<file path="src/sv/i2cm_pkg.sv">
// shared request codes and result type for the i2c master bit engine
package i2cm_pkg;

  localparam logic [2:0] REQ_TICK  = 3'd0;
  localparam logic [2:0] REQ_START = 3'd1;
  localparam logic [2:0] REQ_STOP  = 3'd2;
  localparam logic [2:0] REQ_WRITE = 3'd3;
  localparam logic [2:0] REQ_READ  = 3'd4;

  localparam int unsigned TICK_W = 16;
  localparam logic [TICK_W-1:0] PHASE_TICKS_RST = 16'd1;

  typedef struct packed {
    logic       scl;
    logic       sda_out;
    logic       sda_input_mode;
    logic       busy_res;
    logic       done_res;
    logic [7:0] rdata;
    logic       cmd_error;
  } i2cm_res_t;

endpackage

</file>
<file path="src/sv/i2cm_core.sv">
// bus sequencer: phase state, bit shifter, tick timer and per-request result
module i2cm_core import i2cm_pkg::*; (
  input  logic              clk_i,
  input  logic              rst_ni,
  input  logic              cfg_we_i,
  input  logic [TICK_W-1:0] cfg_data_i,
  input  logic              accept_i,
  input  logic [2:0]        req_type_i,
  input  logic [7:0]        wdata_i,
  input  logic              send_ack_i,
  input  logic              sda_in_i,
  output i2cm_res_t         res_o
);

  typedef enum logic [3:0] {
    PH_IDLE      = 4'd0,
    PH_START_A   = 4'd1,
    PH_START_B   = 4'd2,
    PH_STOP_A    = 4'd3,
    PH_STOP_B    = 4'd4,
    PH_W_LOW     = 4'd5,
    PH_W_HIGH    = 4'd6,
    PH_W_ACKLOW  = 4'd7,
    PH_W_ACKHIGH = 4'd8,
    PH_R_LOW     = 4'd9,
    PH_R_HIGH    = 4'd10,
    PH_R_ACKLOW  = 4'd11,
    PH_R_ACKHIGH = 4'd12
  } phase_e;

  typedef enum logic [1:0] {
    OP_START = 2'd0,
    OP_STOP  = 2'd1,
    OP_WRITE = 2'd2,
    OP_READ  = 2'd3
  } op_e;

  phase_e            phase_q, phase_d;
  logic [2:0]        bit_cnt_q, bit_cnt_d;
  logic [7:0]        shift_q, shift_d;
  logic [TICK_W-1:0] tick_q, tick_d;
  op_e               op_q, op_d;
  logic              ack_q, ack_d;
  logic              scl_q, scl_d;
  logic              sda_q, sda_d;
  logic              dir_q, dir_d;
  logic [TICK_W-1:0] phase_ticks_q;
  logic [TICK_W-1:0] limit;
  logic              busy;
  logic              done;
  logic              err;

  assign limit = (phase_ticks_q == '0) ? TICK_W'(1) : phase_ticks_q;
  assign busy  = (phase_q != PH_IDLE);

  always_comb begin
    phase_d   = phase_q;
    bit_cnt_d = bit_cnt_q;
    shift_d   = shift_q;
    tick_d    = tick_q;
    op_d      = op_q;
    ack_d     = ack_q;
    scl_d     = scl_q;
    sda_d     = sda_q;
    dir_d     = dir_q;
    done      = 1'b0;
    err       = 1'b0;
    if (accept_i) begin
      case (req_type_i)
        REQ_TICK: begin
          if (busy) begin
            tick_d = tick_q + TICK_W'(1);
            if (tick_d >= limit) begin
              tick_d = '0;
              case (phase_q)
                PH_START_A: begin
                  phase_d = PH_START_B;
                  sda_d   = 1'b0;
                end
                PH_STOP_A: begin
                  phase_d = PH_STOP_B;
                  sda_d   = 1'b1;
                end
                PH_START_B, PH_STOP_B: begin
                  phase_d = PH_IDLE;
                  done    = 1'b1;
                end
                PH_W_LOW: begin
                  phase_d = PH_W_HIGH;
                  scl_d   = 1'b1;
                end
                PH_W_HIGH: begin
                  shift_d = {shift_q[6:0], 1'b0};
                  scl_d   = 1'b0;
                  if (bit_cnt_q == 3'd7) begin
                    bit_cnt_d = '0;
                    phase_d   = PH_W_ACKLOW;
                    sda_d     = 1'b1;
                  end else begin
                    bit_cnt_d = bit_cnt_q + 3'd1;
                    phase_d   = PH_W_LOW;
                    dir_d     = 1'b0;
                    sda_d     = shift_q[6];
                  end
                end
                PH_W_ACKLOW: begin
                  phase_d = PH_W_ACKHIGH;
                  scl_d   = 1'b1;
                end
                PH_R_LOW: begin
                  phase_d = PH_R_HIGH;
                  scl_d   = 1'b1;
                end
                PH_R_HIGH: begin
                  shift_d = {shift_q[6:0], sda_in_i};
                  scl_d   = 1'b0;
                  if (bit_cnt_q == 3'd7) begin
                    bit_cnt_d = '0;
                    phase_d   = PH_R_ACKLOW;
                    dir_d     = 1'b0;
                    sda_d     = ack_q;
                  end else begin
                    bit_cnt_d = bit_cnt_q + 3'd1;
                    phase_d   = PH_R_LOW;
                    sda_d     = 1'b1;
                    dir_d     = 1'b1;
                  end
                end
                PH_R_ACKLOW: begin
                  phase_d = PH_R_ACKHIGH;
                  scl_d   = 1'b1;
                end
                PH_W_ACKHIGH, PH_R_ACKHIGH: begin
                  scl_d   = 1'b0;
                  phase_d = PH_IDLE;
                  done    = 1'b1;
                end
                default: begin
                  phase_d = PH_IDLE;
                end
              endcase
            end
          end
        end
        REQ_START, REQ_STOP, REQ_WRITE, REQ_READ: begin
          if (busy) begin
            err = 1'b1;
          end else begin
            bit_cnt_d = '0;
            tick_d    = '0;
            dir_d     = 1'b0;
            case (req_type_i)
              REQ_START: begin
                op_d    = OP_START;
                phase_d = PH_START_A;
                scl_d   = 1'b1;
                sda_d   = 1'b1;
              end
              REQ_STOP: begin
                op_d    = OP_STOP;
                phase_d = PH_STOP_A;
                scl_d   = 1'b1;
                sda_d   = 1'b0;
              end
              REQ_WRITE: begin
                op_d    = OP_WRITE;
                shift_d = wdata_i;
                phase_d = PH_W_LOW;
                scl_d   = 1'b0;
                sda_d   = wdata_i[7];
              end
              default: begin
                op_d    = OP_READ;
                shift_d = '0;
                ack_d   = ~send_ack_i;
                phase_d = PH_R_LOW;
                scl_d   = 1'b0;
                sda_d   = 1'b1;
                dir_d   = 1'b1;
              end
            endcase
          end
        end
        default: begin
        end
      endcase
    end
  end

  always_comb begin
    res_o.scl            = scl_d;
    res_o.sda_out        = sda_d;
    res_o.sda_input_mode = dir_d;
    res_o.busy_res       = (phase_d != PH_IDLE);
    res_o.done_res       = done;
    res_o.rdata          = (done && op_d == OP_READ) ? shift_d : '0;
    res_o.cmd_error      = err;
  end

  always_ff @(posedge clk_i or negedge rst_ni) begin
    if (!rst_ni) begin
      phase_q       <= PH_IDLE;
      bit_cnt_q     <= '0;
      shift_q       <= '0;
      tick_q        <= '0;
      op_q          <= OP_START;
      ack_q         <= 1'b1;
      scl_q         <= 1'b1;
      sda_q         <= 1'b1;
      dir_q         <= 1'b0;
      phase_ticks_q <= PHASE_TICKS_RST;
    end else begin
      phase_q   <= phase_d;
      bit_cnt_q <= bit_cnt_d;
      shift_q   <= shift_d;
      tick_q    <= tick_d;
      op_q      <= op_d;
      ack_q     <= ack_d;
      scl_q     <= scl_d;
      sda_q     <= sda_d;
      dir_q     <= dir_d;
      if (cfg_we_i) begin
        phase_ticks_q <= cfg_data_i;
      end
    end
  end

  a_idle_bit_cnt: assert property (@(posedge clk_i) disable iff (!rst_ni)
    phase_q == PH_IDLE |-> bit_cnt_q == 3'd0)
    else $error("bit counter not cleared while idle");

  a_dir_read_only: assert property (@(posedge clk_i) disable iff (!rst_ni)
    dir_q |-> (phase_q == PH_R_LOW || phase_q == PH_R_HIGH))
    else $error("sda released outside read data bits");

  a_err_no_change: assert property (@(posedge clk_i) disable iff (!rst_ni)
    (accept_i && err) |=> (phase_q == $past(phase_q) && shift_q == $past(shift_q)))
    else $error("rejected command changed state");

  a_done_idle: assert property (@(posedge clk_i) disable iff (!rst_ni)
    done |-> (phase_d == PH_IDLE && busy))
    else $error("done without completing a sequence");

endmodule

</file>
<file path="src/sv/i2cm_out_reg.sv">
// result register with stall handling between the sequencer and the output channel
module i2cm_out_reg import i2cm_pkg::*; (
  input  logic      clk_i,
  input  logic      rst_ni,
  input  logic      load_i,
  input  i2cm_res_t res_i,
  input  logic      out_stall_i,
  output logic      out_valid_o,
  output logic      full_stall_o,
  output i2cm_res_t res_o
);

  logic      valid_q, valid_d;
  i2cm_res_t res_q;

  assign full_stall_o = valid_q & out_stall_i;
  assign valid_d      = load_i | full_stall_o;
  assign out_valid_o  = valid_q;
  assign res_o        = res_q;

  always_ff @(posedge clk_i or negedge rst_ni) begin
    if (!rst_ni) begin
      valid_q <= 1'b0;
    end else begin
      valid_q <= valid_d;
    end
  end

  always_ff @(posedge clk_i) begin
    if (load_i) begin
      res_q <= res_i;
    end
  end

  a_hold_on_stall: assert property (@(posedge clk_i) disable iff (!rst_ni)
    (valid_q && out_stall_i) |-> !load_i)
    else $error("result register overwritten while stalled");

  a_load_valid: assert property (@(posedge clk_i) disable iff (!rst_ni)
    load_i |=> valid_q)
    else $error("loaded result not presented");

  a_drain: assert property (@(posedge clk_i) disable iff (!rst_ni)
    (valid_q && !out_stall_i && !load_i) |=> !valid_q)
    else $error("taken result presented again");

endmodule

</file>
<file path="src/sv/i2c_master_bit_engine_top.sv">
// top level of the i2c master bit engine
// Each request (a tick, or a start, stop, write-byte or read-byte command) yields one
// result, registered on acceptance and shown in the next cycle; one request is accepted
// every cycle while the result register is free or being drained, so the sustained rate
// is one request per cycle. Bus phases last phase_ticks tick requests (zero acts as one).
// A command during a sequence is dropped, flagged with cmd_error. The user must write
// phase_ticks (always-ready config channel) only while the engine idles; not enforced.
module i2c_master_bit_engine_top import i2cm_pkg::*; (
  input  logic              clk_i,
  input  logic              rst_ni,
  input  logic              cfg_valid_i,
  output logic              cfg_ready_o,
  input  logic [TICK_W-1:0] cfg_data_i,
  input  logic              in_valid_i,
  output logic              in_stall_o,
  input  logic [2:0]        req_type_i,
  input  logic [7:0]        wdata_i,
  input  logic              send_ack_i,
  input  logic              sda_in_i,
  output logic              out_valid_o,
  input  logic              out_stall_i,
  output logic              scl_o,
  output logic              sda_out_o,
  output logic              sda_input_mode_o,
  output logic              busy_res_o,
  output logic              done_res_o,
  output logic [7:0]        rdata_o,
  output logic              cmd_error_o
);

  logic      accept;
  logic      stall;
  i2cm_res_t core_res;
  i2cm_res_t out_res;

  assign cfg_ready_o = 1'b1;
  assign in_stall_o  = stall;
  assign accept      = in_valid_i & ~stall;

  i2cm_core u_core (
    .clk_i      (clk_i),
    .rst_ni     (rst_ni),
    .cfg_we_i   (cfg_valid_i & cfg_ready_o),
    .cfg_data_i (cfg_data_i),
    .accept_i   (accept),
    .req_type_i (req_type_i),
    .wdata_i    (wdata_i),
    .send_ack_i (send_ack_i),
    .sda_in_i   (sda_in_i),
    .res_o      (core_res)
  );

  i2cm_out_reg u_out_reg (
    .clk_i        (clk_i),
    .rst_ni       (rst_ni),
    .load_i       (accept),
    .res_i        (core_res),
    .out_stall_i  (out_stall_i),
    .out_valid_o  (out_valid_o),
    .full_stall_o (stall),
    .res_o        (out_res)
  );

  assign scl_o            = out_res.scl;
  assign sda_out_o        = out_res.sda_out;
  assign sda_input_mode_o = out_res.sda_input_mode;
  assign busy_res_o       = out_res.busy_res;
  assign done_res_o       = out_res.done_res;
  assign rdata_o          = out_res.rdata;
  assign cmd_error_o      = out_res.cmd_error;

endmodule

</file>
<file path="config.mk">
export PLATFORM = sky130hd
export DESIGN_NAME = i2c_master_bit_engine_top
export DESIGN_NICKNAME = d
export VERILOG_FILES = /design/src/sv/i2cm_pkg.sv /design/src/sv/i2cm_core.sv /design/src/sv/i2cm_out_reg.sv /design/src/sv/i2c_master_bit_engine_top.sv
export SDC_FILE = /design/constraint.sdc
export NUM_CORES = 1
export LEC_CHECK = 0
export ABC_AREA = 1
export BUFFER_PORTS_ARGS = -buffer_cell sky130_fd_sc_hd__buf_4
export CAP_MARGIN = 30
export CORE_MARGIN = 2
export CORE_UTILIZATION = 59
export DETAILED_ROUTE_END_ITERATION = 10
export PLACE_DENSITY = 0.81
export SYNTH_ARGS = -nofsm -noshare
export SYNTH_HDL_FRONTEND = slang
export SYNTH_SLANG_ARGS = --single-unit
</file>
<file path="constraint.sdc">
create_clock -name clk_i -period 3.8 [get_ports clk_i]
set_input_delay 0.38 -clock clk_i [delete_from_list [all_inputs] [get_ports clk_i]]
set_output_delay 0.38 -clock clk_i [all_outputs]
set_load 0.1 [all_outputs]
</file>
==> results of run 1 <==
==> layout make-up <==
class | instances | area (sq um) | area share (%)
repair buffers | 54 | 405 | 8.43
clock inverters | 1 | 5.00 | 0.104
flip-flops and latches | 68 | 1780 | 37.0
multi-input cells | 373 | 1990 | 41.4
clock buffers | 15 | 186 | 3.88
well taps | 96 | 120 | 2.50
inverters | 85 | 324 | 6.74
==> cell usage after synthesis, types with 2 or more instances <==
library cell	n
sky130_fd_sc_hd__nor2_1	31
sky130_fd_sc_hd__dfstp_2	4
sky130_fd_sc_hd__inv_1	80
sky130_fd_sc_hd__nand4_1	17
sky130_fd_sc_hd__nor2_4	3
sky130_fd_sc_hd__nand3_1	38
sky130_fd_sc_hd__ha_1	19
sky130_fd_sc_hd__nor2_2	7
sky130_fd_sc_hd__nand2_2	2
sky130_fd_sc_hd__o21ai_2	2
sky130_fd_sc_hd__a21oi_2	4
sky130_fd_sc_hd__dfrtp_1	50
sky130_fd_sc_hd__a22oi_1	9
sky130_fd_sc_hd__nor3_1	5
sky130_fd_sc_hd__nand2_1	131
sky130_fd_sc_hd__edfxtp_1	14
sky130_fd_sc_hd__buf_1	2
sky130_fd_sc_hd__o21ai_0	50
sky130_fd_sc_hd__nor3_4	2
sky130_fd_sc_hd__buf_2	4
sky130_fd_sc_hd__xor2_1	9
sky130_fd_sc_hd__inv_2	4
sky130_fd_sc_hd__o22ai_1	9
sky130_fd_sc_hd__a21oi_1	21
sky130_fd_sc_hd__o21ai_1	7
sky130_fd_sc_hd__clkbuf_1	6
==> kinds of logic after synthesis <==
group,synth area share (%)
AO/OA/AOI/OAI,14.4
flip-flops,42.8
buffers and inverters,9.46
XOR/XNOR,1.90
adder cells (fa/ha/maj),5.72
AND/OR/NAND/NOR,25.7
other,0.0902
==> state kept, by name (all words and copies together) (netlist names) <==
| register | flops |
|---|---|
| u_out_reg.res_o | 14 |
| u_core.tick_q | 16 |
| u_core.sda_q | 1 |
| u_core.scl_q | 1 |
| u_out_reg.out_valid_o | 1 |
| u_core.shift_q | 8 |
| u_core.bit_cnt_q | 3 |
| u_core.dir_q | 1 |
| u_core.ack_q | 1 |
| u_core.op_q | 2 |
| u_core.phase_q | 4 |
| u_core.phase_ticks_q | 16 |
==> per-layer routing <==
metal,GRT usage (%),wire length [um]
met5,0,0
met4,10.3,226
met3,4.71,735
met2,42.4,4750
met1,41.9,4770
==> metrics by stage <==
step	TNS, ps	utilization (%)	instance area [sq um]	setup slack (ps)	total power [uW]
after floorplan	0	-	4160	903	1540
after global placement	0	67.9	4610	363	1710
after detailed placement	0	67.9	4610	198	1740
after CTS	0	70.7	4800	177	2320
after global routing	-157	70.8	4810	-94.8	2470
final	0	70.8	4810	298	2330
==> final timing paths <==
path / slack [ps] / from / cells past startpoint / to
max: 300 / u_core.tick_q[2]$_DFFE_PN0P_ / 18 / u_out_reg.res_o[3]$_SDFFCE_PN0P_
min reg2reg: 490 / u_core.bit_cnt_q[1]$_DFFE_PN0P_ / 2 / u_core.bit_cnt_q[1]$_DFFE_PN0P_
max in group asynchronous: 3250 / rst_ni / 1 / u_core.op_q[0]$_DFF_PN0_
max reg2reg: 300 / u_core.tick_q[2]$_DFFE_PN0P_ / 18 / u_out_reg.res_o[3]$_SDFFCE_PN0P_
min in group clk_i: 170 / send_ack_i / 2 / u_core.ack_q$_DFFE_PN1P_
min: 80 / rst_ni / 1 / u_core.tick_q[12]$_DFFE_PN0P_
==> where the power goes <==
part	leakage [uW]	switching [uW]	internal (uW)	total (uW)
Combinational	0.00151	544	247	791
Clock	0.0000997	268	309	576
Sequential	0.000828	92.0	872	964
==> timing repair <==
item | CTS | global route
hold buffers | 0 | 0
resized for setup | 0 | 1
setup endpoints to repair | 0 | 9
==> insert_results.sql, run 1 <==
INSERT INTO impl_metrics (metric_group, metric, value, unit) VALUES
('critical_path', 'cp_data_arrival_time', '3680', 'ps'),
('logic_synthesis', 'seq_total_area_yosys', '42.8', '%'),
('finish', 'final_layout_size_suffix_gt1_share', '16.6', '%'),
('critical_path', 'critical-path-top-cell-by-count', 'sky130_fd_sc_hd__inv_1', ''),
('place', 'gpl.final_weighted_congestion', '0.928', ''),
('timing', 'finalSetupViolations', '0', ''),
('finish', 'final_cell_mix', 'sky130_fd_sc_hd__nand2_1, sky130_fd_sc_hd__inv_1, sky130_fd_sc_hd__buf_4', ''),
('clocking', 'number_of_sinks_handled_by_clock_tree_synthesis', '68', ''),
('critical_path', 'worst-setup-path-type', 'flip-flop to flip-flop', ''),
('clocking', 'cts_buffers', '9', ''),
('timing', 'worstMarginPinSlew', '748', 'ps'),
('global_route', 'number_of_global_route_vias_before_repair', '3594', ''),
('critical_path', 'slowest_delay', '360', 'ps'),
('finish', 'insertedDiodeCount', '0', ''),
('finish', 'final_net_count', '644', ''),
('timing', 'rsz0062_at_grt', 'yes', ''),
('timing', 'final-max-slew-violation-count', '0', ''),
('finish', 'final_common_cell', 'sky130_fd_sc_hd__nand2_1', ''),
('pwr', 'power.density_cell_area', '485', 'nW/um^2'),
('logic_synthesis', 'syn-instance-count', '540', ''),
('critical_path', 'worst-path-max-fanout', '16', ''),
('critical_path', 'critical-path-slowest-cell', 'sky130_fd_sc_hd__dfrtp_1', ''),
('floorplan', 'die_height', '87.9', 'um'),
('logic_synthesis', 'yosys_warnings', '0', ''),
('timing', 'hold-worst-slack', '80.3', 'ps'),
('pwr', 'vdd_ir_drop_max', '0.300', 'mV'),
('global_route', 'grt_max_degree', '55', ''),
('floorplan', 'core.rowCount', '30', ''),
('logic_synthesis', 'syn-cell-area', '4160', 'sq um'),
('logic_synthesis', 'yosys.area.top_type_share', '30.1', '%'),
('clocking', 'latest_clock_arrival_within_the_worst_skew_pair', '340', 'ps'),
('pwr', 'p_leak', '0.00244', 'uW'),
('logic_synthesis', 'synth.net_count', '593', ''),
('floorplan', 'floorplan.core_area', '6790', 'sq um'),
('clocking', 'path_clk_slew', '80', 'ps'),
('route', 'drcViolationCount', '0', ''),
('timing', 'layout_worst_path_cycle_share', '92.1', '%'),
('floorplan', 'area_of_the_die', '7730', 'sq um'),
('logic_synthesis', 'postSynthRegisterBits', '68', ''),
('clocking', 'post_cts_buffers', '0', ''),
('logic_synthesis', 'syn_avg_cell_area', '7.69', 'sq um'),
('outcome', 'status', 'complete, no violations', ''),
('clocking', 'cts_tree', 'done', ''),
('global_route', 'antenna_violations_before_repair', '0', ''),
('timing', 'max_clock_freq', '286', 'MHz'),
('logic_synthesis', 'yosys.area.top_type', 'sky130_fd_sc_hd__dfrtp_1', ''),
('route', 'detailedRoute.firstIterationViolations', '369', ''),
('logic_synthesis', 'synthDistinctLibCells', '36', ''),
('floorplan', 'initial_utilization', '61.2', '%'),
('critical_path', 'setup.worst_path.end_class', 'flip-flop', ''),
('critical_path', 'required', '3980', 'ps'),
('logic_synthesis', 'synth_edf_count', '14', ''),
('place', 'placed_cells', '676', ''),
('route', 'routed_via_density', '5.71', ''),
('clocking', 'cts_max_level', '3', ''),
('critical_path', 'crit_path_start_kind', 'flip-flop', ''),
('route', 'detail_route_antenna_nets', '0', ''),
('critical_path', 'timing.critical_path.max_delay_family', 'simple AND/OR/NAND/NOR gates', ''),
('place', 'post-dp-hpwl', '7.56', 'mm'),
('critical_path', 'timing.critical_path.buf_inv', '4', ''),
('route', 'detailroute.via_count', '3948', ''),
('finish', 'area_growth_syn_to_layout', '15.7', '%'),
('route', 'finalWirelength', '10.5', 'mm'),
('clocking', 'cts.root.buffer_cell', 'sky130_fd_sc_hd__clkbuf_8', ''),
('global_route', 'grt_first_pass_wirelength', '17.0', 'mm'),
('global_route', 'global_route.usage.total', '28.4', '%'),
('floorplan', 'num_io_pins', '51', ''),
('logic_synthesis', 'synthTopCellsByArea', 'sky130_fd_sc_hd__dfrtp_1, sky130_fd_sc_hd__nand2_1, sky130_fd_sc_hd__edfxtp_1', ''),
('job', 'maxCapViolCount', '0', ''),
('timing', 'skew', '11.9', 'ps'),
('route', 'wl_per_cell', '15.1', 'um');
(Power assumes the default switching activity.)
==> inputs of run 2 (changes only) <==
Settings changed: CTS_CLUSTER_DIAMETER set to 40, SYNTH_HIERARCHICAL set to 1.
==> run 2 against run 1 <==
Effect of this change:
- count of clock-buffer cells in the layout shrank 5
- cell area grew 1.9%
- power grew 10%
- non-clock buffer count shrank 2
- global-route usage shrank 0.72 points
==> insert_results.sql, run 2 <==
INSERT INTO impl_metrics (metric_group, metric, value, unit) VALUES
('pwr', 'power.density_cell_area', '524', 'nW/um^2'),
('timing', 'worstMarginPinSlew', '686', 'ps'),
('clocking', 'cts_buffers', '9', ''),
('clocking', 'post_cts_buffers', '0', ''),
('timing', 'final-max-slew-violation-count', '0', ''),
('clocking', 'number_of_sinks_handled_by_clock_tree_synthesis', '68', ''),
('logic_synthesis', 'postSynth.topFlopCell', 'sky130_fd_sc_hd__dfrtp_1', ''),
('critical_path', 'cp_data_arrival_time', '3390', 'ps'),
('logic_synthesis', 'synth_edf_count', '14', ''),
('floorplan', 'area_of_the_die', '7970', 'sq um'),
('min_path', 'hold_path_class', 'input port to asynchronous set/reset pin', ''),
('logic_synthesis', 'post_synthesis_adder_cell_area_fraction', '5.54', '%'),
('pwr', 'p_leak', '0.00252', 'uW'),
('floorplan', 'floorplan.core_area', '7140', 'sq um'),
('timing', 'final_hold_viol_count', '0', ''),
('clocking', 'latest_clock_arrival_within_the_worst_skew_pair', '350', 'ps'),
('route', 'wl_per_cell', '14.2', 'um'),
('floorplan', 'die_height', '89.3', 'um'),
('route', 'detail_route.wirelength.met1', '4.14', 'mm'),
('global_route', 'global_route.usage.total', '27.7', '%'),
('global_route', 'grt_max_degree', '55', ''),
('logic_synthesis', 'synthesized_area_fraction_occupied_by_and_or_nand_nor_cells', '27.0', '%'),
('logic_synthesis', 'synthTopCellsByArea', 'sky130_fd_sc_hd__dfrtp_1, sky130_fd_sc_hd__nand2_1, sky130_fd_sc_hd__edfxtp_1', ''),
('logic_synthesis', 'synthDistinctLibCells', '42', ''),
('place', 'placed_cells', '701', ''),
('job', 'maxCapViolCount', '0', ''),
('place', 'gpl.final_weighted_congestion', '0.932', ''),
('critical_path', 'crit_path_start_kind', 'flip-flop', ''),
('pwr', 'vdd_ir_drop_max', '0.401', 'mV'),
('route', 'routed_via_density', '5.45', ''),
('clocking', 'cts.root.buffer_cell', 'sky130_fd_sc_hd__clkbuf_8', ''),
('timing', 'skew', '8.90', 'ps'),
('logic_synthesis', 'yosys_warnings', '6', ''),
('logic_synthesis', 'synth.net_count', '621', ''),
('floorplan', 'floorplan.die.width', '89.3', 'um'),
('logic_synthesis', 'syn_avg_cell_area', '7.55', 'sq um'),
('finish', 'final_common_cell', 'sky130_fd_sc_hd__nand2_1', ''),
('logic_synthesis', 'yosys.area.top_type', 'sky130_fd_sc_hd__dfrtp_1', ''),
('route', 'detail_route.first_pass.iterations', '5', ''),
('finish', 'layout.cell_area.non_filler', '4900', 'sq um'),
('place', 'dpl_cell_area', '4700', 'sq um'),
('finish', 'area_growth_syn_to_layout', '14.2', '%'),
('timing', 'min_period', '3270', 'ps'),
('route', 'detailedRoute.firstIterationViolations', '233', ''),
('logic_synthesis', 'syn-instance-count', '568', ''),
('logic_synthesis', 'synth.mux.area_fraction', '0', '%'),
('global_route', 'globalRouteOverflowTotal', '0', ''),
('timing', 'rsz0062_at_grt', 'no', ''),
('finish', 'final_net_count', '666', ''),
('critical_path', 'worst-setup-path-type', 'flip-flop to flip-flop', ''),
('global_route', 'number_of_global_route_vias_before_repair', '3730', ''),
('critical_path', 'setup.worst_path.end_class', 'flip-flop', ''),
('logic_synthesis', 'synthTopCellsByCount', 'sky130_fd_sc_hd__nand2_1, sky130_fd_sc_hd__inv_1, sky130_fd_sc_hd__o21ai_0', ''),
('timing', 'layout_worst_path_cycle_share', '86.1', '%'),
('floorplan', 'initial_utilization', '60.1', '%'),
('critical_path', 'required', '3910', 'ps'),
('finish', 'final_layout_size_suffix_gt1_share', '16.8', '%'),
('logic_synthesis', 'synth_xor_xnor_area_share', '2.45', '%'),
('route', 'finalWirelength', '10.2', 'mm'),
('place', 'placement.io_buffers', '49', ''),
('route', 'met3WireLength', '584', 'um'),
('clocking', 'post_cts.resized_instances', '0', ''),
('outcome', 'status', 'complete, no violations', ''),
('floorplan', 'core.rowCount', '31', ''),
('logic_synthesis', 'postSynth.asyncResetShare', '79.4', '%'),
('timing', 'max_clock_freq', '305', 'MHz'),
('critical_path', 'worst-path-max-fanout', '19', ''),
('logic_synthesis', 'seq_total_area_yosys', '41.4', '%'),
('route', 'dr.max_layer_used', 'met4', ''),
('timing', 'timing.max_slew.rel_slack', '54.3', '%'),
('logic_synthesis', 'postSynthRegisterBits', '68', ''),
('floorplan', 'num_io_pins', '51', ''),
('timing', 'fin_setup_tns', '0', 'ps'),
('global_route', 'antenna_violations_before_repair', '0', ''),
('logic_synthesis', 'synth_compound_gate_area_share', '13.1', '%'),
('route', 'met2WireLength', '5.04', 'mm'),
('clocking', 'postCtsHoldBufs', '0', ''),
('clocking', 'cts.path.max_buffers', '2', ''),
('route', 'detail_route_antenna_nets', '0', ''),
('clocking', 'cts_tree', 'done', ''),
('clocking', 'cts_max_level', '3', ''),
('route', 'drcViolationCount', '0', ''),
('logic_synthesis', 'syn-cell-area', '4290', 'sq um'),
('finish', 'final_cells', '717', ''),
('timing', 'finalSetupViolations', '0', ''),
('finish', 'fillerInstances', '620', ''),
('route', 'detailroute.via_count', '3908', ''),
('finish', 'final_cell_mix', 'sky130_fd_sc_hd__nand2_1, sky130_fd_sc_hd__inv_1, sky130_fd_sc_hd__o21ai_0', ''),
('logic_synthesis', 'yosys.area.top_type_share', '29.2', '%'),
('clocking', 'path_clk_slew', '80', 'ps'),
('finish', 'insertedDiodeCount', '0', ''),
('place', 'post-dp-hpwl', '7.41', 'mm'),
('logic_synthesis', 'main_combinational_cell_family_by_area_after_synthesis', 'simple AND/OR/NAND/NOR gates', ''),
('global_route', 'grt_first_pass_wirelength', '16.7', 'mm'),
('logic_synthesis', 'post-synth-top-count-cell', 'sky130_fd_sc_hd__nand2_1', '');
==> run 2: worst paths after layout <==
| check | start | endpoint | slack (ps) | cells after the start |
|---|---|---|---|---|
| max in group asynchronous | rst_ni | u_core/tick_q[6]$_DFFE_PN0P_ | 3270 | 1 |
| worst max register to register | u_core/tick_q[0]$_DFFE_PN0P_ | u_out_reg/res_o[10]$_DFFE_PP_ | 530 | 20 |
| worst max-delay path | u_core/tick_q[0]$_DFFE_PN0P_ | u_out_reg/res_o[10]$_DFFE_PP_ | 530 | 20 |
| worst min-delay path | rst_ni | u_core/op_q[1]$_DFF_PN0_ | 60 | 1 |
| min in group clk_i | send_ack_i | u_core/ack_q$_DFFE_PN1P_ | 160 | 2 |
| worst min register to register | u_core/bit_cnt_q[1]$_DFFE_PN0P_ | u_core/bit_cnt_q[1]$_DFFE_PN0P_ | 480 | 2 |
==> run 2: cell families after synthesis <==
group                      Yosys count
AOI/OAI and AO/OA                  101
xor gates and xnor gates            12
adders and majority gates           19
buffers and inverters              109
DFF                                 68
other                                1
and+or+nand+nor                    258
==> run 2: per-stage QoR <==
step	setup WS [ps]	utilization [%]	total power, uW	hold WS (ps)
after global placement	647	65.8	1930	467
after CTS	522	68.7	2580	92.4
final	526	68.7	2570	61.0
after global routing	159	68.7	2760	117
after detailed placement	539	65.8	1960	471
after floorplan	513	-	1730	84.4
==> run 2: cell type report <==
class | instances | area [sq um] | share of cell area, %
sequential | 68 | 1780 | 36.3
clock inverter | 6 | 62.6 | 1.28
clock buffer | 10 | 138 | 2.81
tap | 99 | 124 | 2.53
multi-input combinational | 391 | 2070 | 42.2
inverter | 91 | 342 | 6.97
timing repair buffer | 52 | 390 | 7.97
==> run 2: critical path, cell delays in order, from the launching register on <==
cell                      delay, ps
sky130_fd_sc_hd__dfrtp_1        400
sky130_fd_sc_hd__ha_1           200
sky130_fd_sc_hd__nand3_1        110
sky130_fd_sc_hd__inv_1          100
sky130_fd_sc_hd__nand3_1        100
sky130_fd_sc_hd__nor2_1         170
sky130_fd_sc_hd__nand3_1        130
sky130_fd_sc_hd__nor2_1         130
sky130_fd_sc_hd__xor2_1         200
sky130_fd_sc_hd__inv_1           80
sky130_fd_sc_hd__ha_1           310
sky130_fd_sc_hd__nand2_1         60
sky130_fd_sc_hd__o21ai_0        100
sky130_fd_sc_hd__nor2_2         180
sky130_fd_sc_hd__nand2_4        180
sky130_fd_sc_hd__nand2_1        120
sky130_fd_sc_hd__nand2_1        110
sky130_fd_sc_hd__nand2_1        140
sky130_fd_sc_hd__nand2_1         80
sky130_fd_sc_hd__nor2_1          90
sky130_fd_sc_hd__nand2_1         60
==> run 2: routing by layer <==
layer	vias to the layer above	GRT usage (%)
met3	38	4.99
met5	-	0
met1	1800	32.3
met4	0	16.8
li1	1926	-
met2	144	47.4
==> run 2: report_power, final <==
group / switching [uW] / internal, uW
sequential: 117 / 902
clock: 293 / 320
combinational: 626 / 310
total: 1040 / 1530
